<file path="config.mk">
export PLATFORM = sky130hd
export DESIGN_NAME = mini_sha_cascade_collision_check
export DESIGN_NICKNAME = d
export VERILOG_FILES = /design/src/rtl/msc_pkg.sv /design/src/rtl/msc_round_stage.sv /design/src/rtl/mini_sha_cascade_collision_check.sv
export SDC_FILE = /design/constraint.sdc
export NUM_CORES = 2
export LEC_CHECK = 0
export BUFFER_PORTS_ARGS = -buffer_cell sky130_fd_sc_hd__buf_2
export CORE_ASPECT_RATIO = 0.5
export CORE_MARGIN = 8
export CORE_UTILIZATION = 63
export CTS_CLUSTER_SIZE = 14
export DETAILED_ROUTE_END_ITERATION = 10
export PLACE_DENSITY_LB_ADDON = 0.08
export SETUP_SLACK_MARGIN = 0.5
export SLEW_MARGIN = 20
export SYNTH_ARGS = -nofsm -noshare
export SYNTH_HDL_FRONTEND = slang
export SYNTH_HIERARCHICAL = 1
export SYNTH_SLANG_ARGS = --single-unit
export TNS_END_PERCENT = 5
</file>
<file path="constraint.sdc">
create_clock -name clk -period 90.8 [get_ports clk]
set_input_delay 9.08 -clock clk [delete_from_list [all_inputs] [get_ports clk]]
set_output_delay 9.08 -clock clk [all_outputs]
set_load 0.1 [all_outputs]
</file>
<file path="src/rtl/msc_pkg.sv">
// Shared constants, register codes and word functions for the cascade collision checker.
// No dependencies; every other file imports this package.
`default_nettype none

package msc_pkg;

  localparam int WORD_BITS_DEF  = 8;
  localparam int IN_TDATA_BITS  = 32;
  localparam int OUT_TDATA_BITS = 40;
  localparam int CFG_DATA_BITS  = 64;
  localparam int CFG_IDX_BITS   = 8;
  localparam int TAIL_BITS      = 56;

  // Round constants for rounds 57 to 63; the stages keep the low word bits.
  localparam logic [31:0] K57 = 32'h78a5636f;
  localparam logic [31:0] K58 = 32'h84c87814;
  localparam logic [31:0] K59 = 32'h8cc70208;
  localparam logic [31:0] K60 = 32'h90befffa;
  localparam logic [31:0] K61 = 32'ha4506ceb;
  localparam logic [31:0] K62 = 32'hbef9a3f7;
  localparam logic [31:0] K63 = 32'hc67178f2;

  typedef enum logic [CFG_IDX_BITS-1:0] {
    CFG_START_A = 8'd0,
    CFG_START_B = 8'd1,
    CFG_TAIL_A  = 8'd2,
    CFG_TAIL_B  = 8'd3
  } cfg_reg_t;

  // Full-size amount scaled to the word width, rounded half to even, at least one.
  function automatic int unsigned scaled(input int unsigned k32, input int unsigned wb);
    int unsigned num;
    int unsigned q;
    int unsigned rem;
    num = k32 * wb;
    q   = num >> 5;
    rem = num & 32'd31;
    if (rem > 32'd16 || (rem == 32'd16 && q[0])) q = q + 32'd1;
    if (q < 32'd1) q = 32'd1;
    return q;
  endfunction

  // Scaled amount reduced modulo the word width (small values, few subtractions).
  function automatic int unsigned amt(input int unsigned k32, input int unsigned wb);
    int unsigned k;
    k = scaled(k32, wb);
    for (int i = 0; i < 8; i++) begin
      if (k >= wb) k = k - wb;
    end
    return k;
  endfunction

  function automatic logic [63:0] wmask(input int unsigned wb);
    return (64'd1 << wb) - 64'd1;
  endfunction

  function automatic logic [31:0] rotr(input logic [31:0] x, input int unsigned k,
                                       input int unsigned wb);
    logic [63:0] v;
    v = {32'd0, x} & wmask(wb);
    if (k == 0) return v[31:0];
    return 32'(((v >> k) | (v << (wb - k))) & wmask(wb));
  endfunction

  function automatic logic [31:0] big0(input logic [31:0] x, input int unsigned wb);
    return rotr(x, amt(2, wb), wb) ^ rotr(x, amt(13, wb), wb) ^ rotr(x, amt(22, wb), wb);
  endfunction

  function automatic logic [31:0] big1(input logic [31:0] x, input int unsigned wb);
    return rotr(x, amt(6, wb), wb) ^ rotr(x, amt(11, wb), wb) ^ rotr(x, amt(25, wb), wb);
  endfunction

  function automatic logic [31:0] small0(input logic [31:0] x, input int unsigned wb);
    logic [31:0] v;
    v = x & 32'(wmask(wb));
    return rotr(v, amt(7, wb), wb) ^ rotr(v, amt(18, wb), wb) ^ (v >> amt(3, wb));
  endfunction

  function automatic logic [31:0] small1(input logic [31:0] x, input int unsigned wb);
    logic [31:0] v;
    v = x & 32'(wmask(wb));
    return rotr(v, amt(17, wb), wb) ^ rotr(v, amt(19, wb), wb) ^ (v >> amt(10, wb));
  endfunction

  function automatic logic [31:0] ch(input logic [31:0] e, input logic [31:0] f,
                                     input logic [31:0] g, input int unsigned wb);
    return ((e & f) ^ (~e & g)) & 32'(wmask(wb));
  endfunction

  function automatic logic [31:0] maj(input logic [31:0] a, input logic [31:0] b,
                                      input logic [31:0] c, input int unsigned wb);
    return ((a & b) ^ (a & c) ^ (b & c)) & 32'(wmask(wb));
  endfunction

endpackage

`default_nettype wire

</file>
<file path="src/rtl/msc_round_stage.sv">
// One pipeline stage: a compression round on both instances, with optional cascade word.
// Depends on msc_pkg for the round functions.
`default_nettype none

module msc_round_stage #(
  parameter int          WORD_BITS = msc_pkg::WORD_BITS_DEF,
  parameter logic [31:0] ROUND_K   = 32'h0,
  parameter bit          CASCADE   = 1'b0,
  parameter int          SIDE_BITS = 32
) (
  input  logic                   clk,
  input  logic                   rst_n,
  input  logic                   in_valid,
  output logic                   in_ready,
  input  logic [8*WORD_BITS-1:0] in_sa,
  input  logic [8*WORD_BITS-1:0] in_sb,
  input  logic [WORD_BITS-1:0]   in_wa,
  input  logic [WORD_BITS-1:0]   in_wb,
  input  logic [SIDE_BITS-1:0]   in_side,
  output logic                   out_valid,
  input  logic                   out_ready,
  output logic [8*WORD_BITS-1:0] out_sa,
  output logic [8*WORD_BITS-1:0] out_sb,
  output logic [WORD_BITS-1:0]   out_w,
  output logic [SIDE_BITS-1:0]   out_side
);
  import msc_pkg::*;

  localparam int W = WORD_BITS;
  localparam logic [W-1:0] K = ROUND_K[W-1:0];

  function automatic logic [W-1:0] t1_base(input logic [W-1:0] e, input logic [W-1:0] f,
                                           input logic [W-1:0] g, input logic [W-1:0] h);
    return h + W'(big1(32'(e), W)) + W'(ch(32'(e), 32'(f), 32'(g), W)) + K;
  endfunction

  function automatic logic [W-1:0] t2_of(input logic [W-1:0] a, input logic [W-1:0] b,
                                         input logic [W-1:0] c);
    return W'(big0(32'(a), W)) + W'(maj(32'(a), 32'(b), 32'(c), W));
  endfunction

  logic [W-1:0]   sa [8];
  logic [W-1:0]   sb [8];
  logic [W-1:0]   t1ba, t1bb, t2a, t2b, wb_c, w_b, t1a, t1b;
  logic [8*W-1:0] sa_nxt, sb_nxt;
  logic [8*W-1:0] sa_r, sb_r;
  logic [W-1:0]   w_r;
  logic [SIDE_BITS-1:0] side_r;
  logic           valid_r;
  logic           valid_nxt;

  always_comb begin
    for (int i = 0; i < 8; i++) begin
      sa[i] = in_sa[i*W +: W];
      sb[i] = in_sb[i*W +: W];
    end
    t1ba = t1_base(sa[4], sa[5], sa[6], sa[7]);
    t1bb = t1_base(sb[4], sb[5], sb[6], sb[7]);
    t2a  = t2_of(sa[0], sa[1], sa[2]);
    t2b  = t2_of(sb[0], sb[1], sb[2]);
    // Second word chosen so that both new 'a' words come out equal.
    wb_c = in_wa + t1ba - t1bb + t2a - t2b;
    w_b  = CASCADE ? wb_c : in_wb;
    t1a  = t1ba + in_wa;
    t1b  = t1bb + w_b;
    sa_nxt = {sa[6], sa[5], sa[4], sa[3] + t1a, sa[2], sa[1], sa[0], t1a + t2a};
    sb_nxt = {sb[6], sb[5], sb[4], sb[3] + t1b, sb[2], sb[1], sb[0], t1b + t2b};
  end

  assign in_ready  = !valid_r || out_ready;
  assign valid_nxt = in_ready ? in_valid : valid_r;

  always_ff @(posedge clk) begin
    if (!rst_n) begin
      valid_r <= 1'b0;
    end else begin
      valid_r <= valid_nxt;
    end
  end

  always_ff @(posedge clk) begin
    if (in_ready) begin
      sa_r   <= sa_nxt;
      sb_r   <= sb_nxt;
      w_r    <= w_b;
      side_r <= in_side;
    end
  end

  assign out_valid = valid_r;
  assign out_sa    = sa_r;
  assign out_sb    = sb_r;
  assign out_w     = w_r;
  assign out_side  = side_r;

endmodule

`default_nettype wire

</file>
<file path="src/rtl/mini_sha_cascade_collision_check.sv">
// Top level of the cascade collision checker: configuration registers, seven round stages,
// schedule words between stages and the output register. Depends on msc_pkg and msc_round_stage.
`default_nettype none

// The block checks one candidate of four message words (rounds 57 to 60) per word accepted.
// Two instances of the reduced hash start from the configured round-56 states; the second
// instance's words for rounds 57 to 60 are cascade words that make its new 'a' equal to the
// first's. Schedule words 61 to 63 are formed from the configured tail words and earlier
// schedule words. Each of the seven rounds has its own pipeline stage, and a final register
// holds the state compare; a new candidate can be accepted every cycle while the output is
// not stalled. Every stage holds its word while the stage after it is full and stalled, and
// empty stages fill up even when the output is stalled, so a stall loses nothing. The result
// word carries the candidate echo, a filter flag (the 'e' words agree after round 61) and a
// collision flag (all eight words agree after round 63).
// Configuration writes are always taken at once and must only be made while the pipeline is
// empty; indexes beyond the four registers are ignored.
module mini_sha_cascade_collision_check #(
  parameter int WORD_BITS = msc_pkg::WORD_BITS_DEF
) (
  input  logic                                clk,
  input  logic                                rst_n,
  input  logic                                in_tvalid,
  output logic                                in_tready,
  // word_r57 [7:0], word_r58 [15:8], word_r59 [23:16], word_r60 [31:24]
  input  logic [msc_pkg::IN_TDATA_BITS-1:0]   in_tdata,
  output logic                                out_tvalid,
  input  logic                                out_tready,
  // candidate_echo [31:0], filter_pass [32], collision [33], zeros [39:34]
  output logic [msc_pkg::OUT_TDATA_BITS-1:0]  out_tdata,
  input  logic                                cfg_valid,
  output logic                                cfg_ready,
  input  logic [msc_pkg::CFG_IDX_BITS-1:0]    cfg_index,
  input  logic [msc_pkg::CFG_DATA_BITS-1:0]   cfg_data
);
  import msc_pkg::*;

  localparam int W  = WORD_BITS;
  localparam int ST = 8 * W;

  // Schedule recurrence: sigma1 of a recent word, two older words and sigma0 of a third.
  function automatic logic [W-1:0] sched(input logic [W-1:0] w1, input logic [W-1:0] t_hi,
                                         input logic [W-1:0] t_mid, input logic [W-1:0] t_lo);
    return W'(small1(32'(w1), W)) + t_hi + W'(small0(32'(t_mid), W)) + t_lo;
  endfunction

  // Configuration registers.
  logic [63:0]          start_a_r, start_b_r;
  logic [TAIL_BITS-1:0] tail_a_r, tail_b_r;

  assign cfg_ready = 1'b1;

  always_ff @(posedge clk) begin
    if (!rst_n) begin
      start_a_r <= '0;
      start_b_r <= '0;
      tail_a_r  <= '0;
      tail_b_r  <= '0;
    end else if (cfg_valid && cfg_ready) begin
      case (cfg_index)
        CFG_START_A: start_a_r <= cfg_data;
        CFG_START_B: start_b_r <= cfg_data;
        CFG_TAIL_A:  tail_a_r  <= cfg_data[TAIL_BITS-1:0];
        CFG_TAIL_B:  tail_b_r  <= cfg_data[TAIL_BITS-1:0];
        default: ;
      endcase
    end
  end

  // Each packed byte becomes one word: truncated for narrow words, zero-extended for wide.
  logic [ST-1:0] start_a_w, start_b_w;
  logic [W-1:0]  ta [7];
  logic [W-1:0]  tb [7];

  always_comb begin
    for (int i = 0; i < 8; i++) begin
      start_a_w[i*W +: W] = W'(start_a_r[i*8 +: 8]);
      start_b_w[i*W +: W] = W'(start_b_r[i*8 +: 8]);
    end
    for (int i = 0; i < 7; i++) begin
      ta[i] = W'(tail_a_r[i*8 +: 8]);
      tb[i] = W'(tail_b_r[i*8 +: 8]);
    end
  end

  // The echo keeps round 57 in the top byte.
  logic [31:0] echo_in;
  assign echo_in = {in_tdata[7:0], in_tdata[15:8], in_tdata[23:16], in_tdata[31:24]};

  // Stage signals.
  logic          s1_v, s2_v, s3_v, s4_v, s5_v, s6_v, s7_v;
  logic          s2_rdy, s3_rdy, s4_rdy, s5_rdy, s6_rdy, s7_rdy, out_rdy;
  logic [ST-1:0] s1_sa, s1_sb, s2_sa, s2_sb, s3_sa, s3_sb, s4_sa, s4_sb;
  logic [ST-1:0] s5_sa, s5_sb, s6_sa, s6_sb, s7_sa, s7_sb;
  logic [W-1:0]  s3_w, s4_w;
  logic [31:0]   s1_side, s2_side, s3_side;
  logic [2*W+31:0] s4_side_in, s4_side;
  logic [4*W+31:0] s5_side_in, s5_side;
  logic [2*W+32:0] s6_side_in, s6_side;
  logic [32:0]     s7_side_in, s7_side;
  logic [W-1:0]  xa0, xb0, xa1, xb1, xa2, xb2;
  logic          pass_5;

  msc_round_stage #(.WORD_BITS(W), .ROUND_K(K57), .CASCADE(1'b1), .SIDE_BITS(32)) u_r57 (
    .clk(clk), .rst_n(rst_n), .in_valid(in_tvalid), .in_ready(in_tready),
    .in_sa(start_a_w), .in_sb(start_b_w), .in_wa(W'(in_tdata[7:0])), .in_wb('0),
    .in_side(echo_in), .out_valid(s1_v), .out_ready(s2_rdy),
    .out_sa(s1_sa), .out_sb(s1_sb), .out_w(), .out_side(s1_side)
  );

  msc_round_stage #(.WORD_BITS(W), .ROUND_K(K58), .CASCADE(1'b1), .SIDE_BITS(32)) u_r58 (
    .clk(clk), .rst_n(rst_n), .in_valid(s1_v), .in_ready(s2_rdy),
    .in_sa(s1_sa), .in_sb(s1_sb), .in_wa(W'(s1_side[23:16])), .in_wb('0),
    .in_side(s1_side), .out_valid(s2_v), .out_ready(s3_rdy),
    .out_sa(s2_sa), .out_sb(s2_sb), .out_w(), .out_side(s2_side)
  );

  msc_round_stage #(.WORD_BITS(W), .ROUND_K(K59), .CASCADE(1'b1), .SIDE_BITS(32)) u_r59 (
    .clk(clk), .rst_n(rst_n), .in_valid(s2_v), .in_ready(s3_rdy),
    .in_sa(s2_sa), .in_sb(s2_sb), .in_wa(W'(s2_side[15:8])), .in_wb('0),
    .in_side(s2_side), .out_valid(s3_v), .out_ready(s4_rdy),
    .out_sa(s3_sa), .out_sb(s3_sb), .out_w(s3_w), .out_side(s3_side)
  );

  // Schedule word 61 needs both round-59 words, so it is formed beside round 60.
  assign xa0 = sched(W'(s3_side[15:8]), ta[4], ta[1], ta[0]);
  assign xb0 = sched(s3_w, tb[4], tb[1], tb[0]);
  assign s4_side_in = {xb0, xa0, s3_side};

  msc_round_stage #(.WORD_BITS(W), .ROUND_K(K60), .CASCADE(1'b1), .SIDE_BITS(2*W+32)) u_r60 (
    .clk(clk), .rst_n(rst_n), .in_valid(s3_v), .in_ready(s4_rdy),
    .in_sa(s3_sa), .in_sb(s3_sb), .in_wa(W'(s3_side[7:0])), .in_wb('0),
    .in_side(s4_side_in), .out_valid(s4_v), .out_ready(s5_rdy),
    .out_sa(s4_sa), .out_sb(s4_sb), .out_w(s4_w), .out_side(s4_side)
  );

  // Words 62 and 63 are formed beside round 61.
  assign xa1 = sched(W'(s4_side[7:0]), ta[5], ta[2], ta[1]);
  assign xb1 = sched(s4_w, tb[5], tb[2], tb[1]);
  assign xa2 = sched(s4_side[32 +: W], ta[6], ta[3], ta[2]);
  assign xb2 = sched(s4_side[32+W +: W], tb[6], tb[3], tb[2]);
  assign s5_side_in = {xb2, xa2, xb1, xa1, s4_side[31:0]};

  msc_round_stage #(.WORD_BITS(W), .ROUND_K(K61), .CASCADE(1'b0), .SIDE_BITS(4*W+32)) u_r61 (
    .clk(clk), .rst_n(rst_n), .in_valid(s4_v), .in_ready(s5_rdy),
    .in_sa(s4_sa), .in_sb(s4_sb), .in_wa(s4_side[32 +: W]), .in_wb(s4_side[32+W +: W]),
    .in_side(s5_side_in), .out_valid(s5_v), .out_ready(s6_rdy),
    .out_sa(s5_sa), .out_sb(s5_sb), .out_w(), .out_side(s5_side)
  );

  // Filter: the 'e' words agree after round 61.
  assign pass_5     = (s5_sa[4*W +: W] == s5_sb[4*W +: W]);
  assign s6_side_in = {s5_side[32+2*W +: 2*W], pass_5, s5_side[31:0]};

  msc_round_stage #(.WORD_BITS(W), .ROUND_K(K62), .CASCADE(1'b0), .SIDE_BITS(2*W+33)) u_r62 (
    .clk(clk), .rst_n(rst_n), .in_valid(s5_v), .in_ready(s6_rdy),
    .in_sa(s5_sa), .in_sb(s5_sb), .in_wa(s5_side[32 +: W]), .in_wb(s5_side[32+W +: W]),
    .in_side(s6_side_in), .out_valid(s6_v), .out_ready(s7_rdy),
    .out_sa(s6_sa), .out_sb(s6_sb), .out_w(), .out_side(s6_side)
  );

  assign s7_side_in = s6_side[32:0];

  msc_round_stage #(.WORD_BITS(W), .ROUND_K(K63), .CASCADE(1'b0), .SIDE_BITS(33)) u_r63 (
    .clk(clk), .rst_n(rst_n), .in_valid(s6_v), .in_ready(s7_rdy),
    .in_sa(s6_sa), .in_sb(s6_sb), .in_wa(s6_side[33 +: W]), .in_wb(s6_side[33+W +: W]),
    .in_side(s7_side_in), .out_valid(s7_v), .out_ready(out_rdy),
    .out_sa(s7_sa), .out_sb(s7_sb), .out_w(), .out_side(s7_side)
  );

  // Output register: the full-state compare sits between round 63 and the port.
  logic                      out_valid_r, out_valid_nxt;
  logic [OUT_TDATA_BITS-1:0] out_tdata_r, out_tdata_nxt;
  logic                      coll;

  assign coll          = (s7_sa == s7_sb);
  assign out_rdy       = !out_valid_r || out_tready;
  assign out_valid_nxt = out_rdy ? s7_v : out_valid_r;
  assign out_tdata_nxt = {6'd0, coll, s7_side[32], s7_side[31:0]};

  always_ff @(posedge clk) begin
    if (!rst_n) begin
      out_valid_r <= 1'b0;
    end else begin
      out_valid_r <= out_valid_nxt;
    end
  end

  always_ff @(posedge clk) begin
    if (out_rdy) begin
      out_tdata_r <= out_tdata_nxt;
    end
  end

  assign out_tvalid = out_valid_r;
  assign out_tdata  = out_tdata_r;

  // A collision needs equal 'e' words after round 61 as well.
  a_coll_implies_pass: assert property (@(posedge clk) disable iff (!rst_n)
    out_tvalid |-> (!out_tdata[33] || out_tdata[32]))
    else $error("collision flagged without filter pass");

  // With the output register empty every stage can move, so input is taken.
  a_empty_out_ready: assert property (@(posedge clk) disable iff (!rst_n)
    !out_valid_r |-> in_tready)
    else $error("input stalled while output register empty");

  // A result appears only when the last round stage held a word.
  a_out_from_stage: assert property (@(posedge clk) disable iff (!rst_n)
    $rose(out_valid_r) |-> $past(s7_v))
    else $error("result without a word in the last round stage");

  // The padding bits of the result word stay clear.
  a_pad_zero: assert property (@(posedge clk) disable iff (!rst_n)
    out_tvalid |-> (out_tdata[39:34] == 6'd0))
    else $error("padding bits set in result word");

endmodule

`default_nettype wire
</file>
==> summary.md <==
| Metric | Value |
|---|---|
| Class of the worst hold path | reg -> reg |
| Number of CTS-inserted buffers | 135 |
| CTS sink count | 1481 |
| CTS H-tree lvls | 4 |
| Pin count of the biggest net entering global routing | 151 |
| GPL Wtd Cong | 0.971 |
| Data arrival time of the critical path | 14.41 ns |
| Crit path max fanout | 49 |
| Filler instances | 8896 |
| Final WL | 216 mm |
| Area added between synthesis and finish | 8.79% |
| Register-to-register setup slack | 83.35 ns |
| # nets final | 7484 |
| Slew @ Worst Pin | 1.07 ns |
| Synth Instances | 6239 |
| Antenna Nets Post-Route | 0 |
| Largest clock skew in the final design | 0.0624 ns |
| Worst setup slack after layout | 67.31 ns |
| Total number of yosys warnings | 6 |
| Synth Area per Inst | 12.9 um2 |
| Worst rel slew slack | 28.4% |
| Required time at the worst-slack endpoint | 81.72 ns |
| Boundary pin count | 152 |
| First-pass iteration count of the detailed router | 6 |
| Gr usage total | 30.6% |
| Critical path endpoint category | output pin |
| Unrepaired setup endpoints after global routing | no |
| Final worst path period need | 23.49 ns |
| Via-to-Cell Ratio | 5.75 |
| Die area | 140000 um2 |
| Row cnt | 92 |
| Post-CTS repair timing setup buffer count | 0 |
| Initial antenna violation count | 18 |
| DRC violation count after routing | 0 |
| Max Root-Sink Buffers | 3 |
| Cell area after synthesis | 80700 um2 |
| Root buf cell | sky130_fd_sc_hd__clkbuf_16 |
| Classification of the worst setup path | in -> out |
| Starting utilization of the core area | 63.8% |
| Grt total ovfl | 0 |
| CTS hold repair buffers | 0 |
| Run status | completed |
| DP HPWL | 170 mm |
| Number of input and output port buffers inserted | 144 |
| Critical path startpoint category | input pin |
| Die span in y | 269 um |
| Max-slew violation count | 0 |
| Max frequency | 0.0426 GHz |
| Number of vias after detailed routing | 47500 |
| Setup slack after placement | 67.22 ns |
| Setup TNS | 0 ns |
| Clock slew seen by the registers of the worst setup and hold paths | 0.06 ns |
| Post-DR wirelength/cell | 26.2 um |
| Core area | 127000 um2 |
| Post-cts resize count | 0 |
| CTS tree | done |
| Drt initial violations | 5227 |
| Proportion of layout cells with a drive suffix above 1 | 6.88% |
| Final hold violation count | 0 |
| Wire length of the first global-routing pass | 311 mm |
| MaxCap Viol Count | 0 |
| Number of global-route vias before repair | 47300 |
| Die Wd | 522 um |
| Core Util, Final | 69.4% |
| Ratio of final minimum period to clock period | 25.9% |
| Worst-Skew Late Latency | 0.79 ns |
| Number of failing setup endpoints in the final timing report | 0 |
==> flip-flops by register name, summed over array words and instances (netlist names), 49 cells and up <==
| register | flops |
|---|---|
| u_r60/out_sa | 64 |
| u_r58/out_sa | 64 |
| start_a_r | 64 |
| u_r57/out_sb | 63 |
| u_r62/out_sb | 64 |
| tail_a_r | 56 |
| u_r62/out_side | 49 |
| tail_b_r | 56 |
| u_r61/out_sa | 64 |
| u_r58/out_sb | 64 |
| u_r63/out_sb | 64 |
| u_r63/out_sa | 64 |
| u_r61/out_side | 64 |
| start_b_r | 62 |
| u_r60/out_sb | 64 |
| u_r57/out_sa | 64 |
| u_r61/out_sb | 64 |
| u_r62/out_sa | 64 |
| u_r59/out_sb | 64 |
| u_r59/out_sa | 64 |
==> critical path, cell delays in order <==
cell and delay, ns:
sky130_fd_sc_hd__buf_2 0.07, sky130_fd_sc_hd__nand2b_2 0.10, sky130_fd_sc_hd__buf_4 0.49, sky130_fd_sc_hd__nand2b_4 0.45
sky130_fd_sc_hd__nand2b_4 0.57, sky130_fd_sc_hd__nand2b_4 0.74, sky130_fd_sc_hd__nand2b_4 0.47, sky130_fd_sc_hd__nand2b_4 0.58
sky130_fd_sc_hd__nand2b_4 0.64, sky130_fd_sc_hd__nand2b_4 0.60, sky130_fd_sc_hd__buf_2 0.53
==> cell usage in the layout, fill, tap and decap left out, drive strengths merged, types with 232 or more instances in the layout <==
cell type / instances
edfxtp: 1235
xor2: 280
dfxtp: 246
a21oi: 232
xnor2: 797
fa: 386
nand2: 519
inv: 869
a21boi: 246
ha: 531
==> layout make-up <==
class / instances / area, um2 / share of cell area [%]
Sequential cell: 1481 / 42000 / 47.9
Timing Repair Buffer: 172 / 941 / 1.07
Clock buffer: 190 / 3770 / 4.30
Inverter: 862 / 3240 / 3.69
Tap cell: 1692 / 2120 / 2.41
Clock inverter: 45 / 651 / 0.741
Multi-Input combinational cell: 3806 / 35000 / 39.9
Antenna cell: 5 / 12.5 / 0.0143
==> stage by stage <==
| stage | area [um2] | hold slack [ns] | instances |
|---|---|---|---|
| after floorplan | 80700 | 0.400 | 6244 |
| after global placement | 83300 | 0.400 | 8013 |
| after detailed placement | 83300 | 0.405 | 8013 |
| after CTS | 87800 | 0.392 | 8248 |
| after global routing | 87800 | 0.393 | 8248 |
| final | 87800 | 0.388 | 8253 |
==> worst paths after layout <==
check | start | endpoint | depth (start not counted)
hold / removal | u_r61/out_side[62]$_DFFE_PP_ | u_r62/out_side[47]$_DFFE_PP_ | 0
setup / recovery | out_tready | in_tready | 11
setup reg to reg | u_r58/out_sa[34]$_DFFE_PP_ | u_r59/out_sb[7]$_DFFE_PP_ | 22
hold reg to reg | u_r61/out_side[62]$_DFFE_PP_ | u_r62/out_side[47]$_DFFE_PP_ | 0
==> layer usage <==
layer	part of all wire [%]	track usage, %
met3	8.9	5.61
met5	0.018	0
met2	43	45.5
met4	3.2	9.81
met1	45	46.0
Power is not shown: default switching activity piles up to over one toggle a cycle in this logic, so the estimate is an artifact.
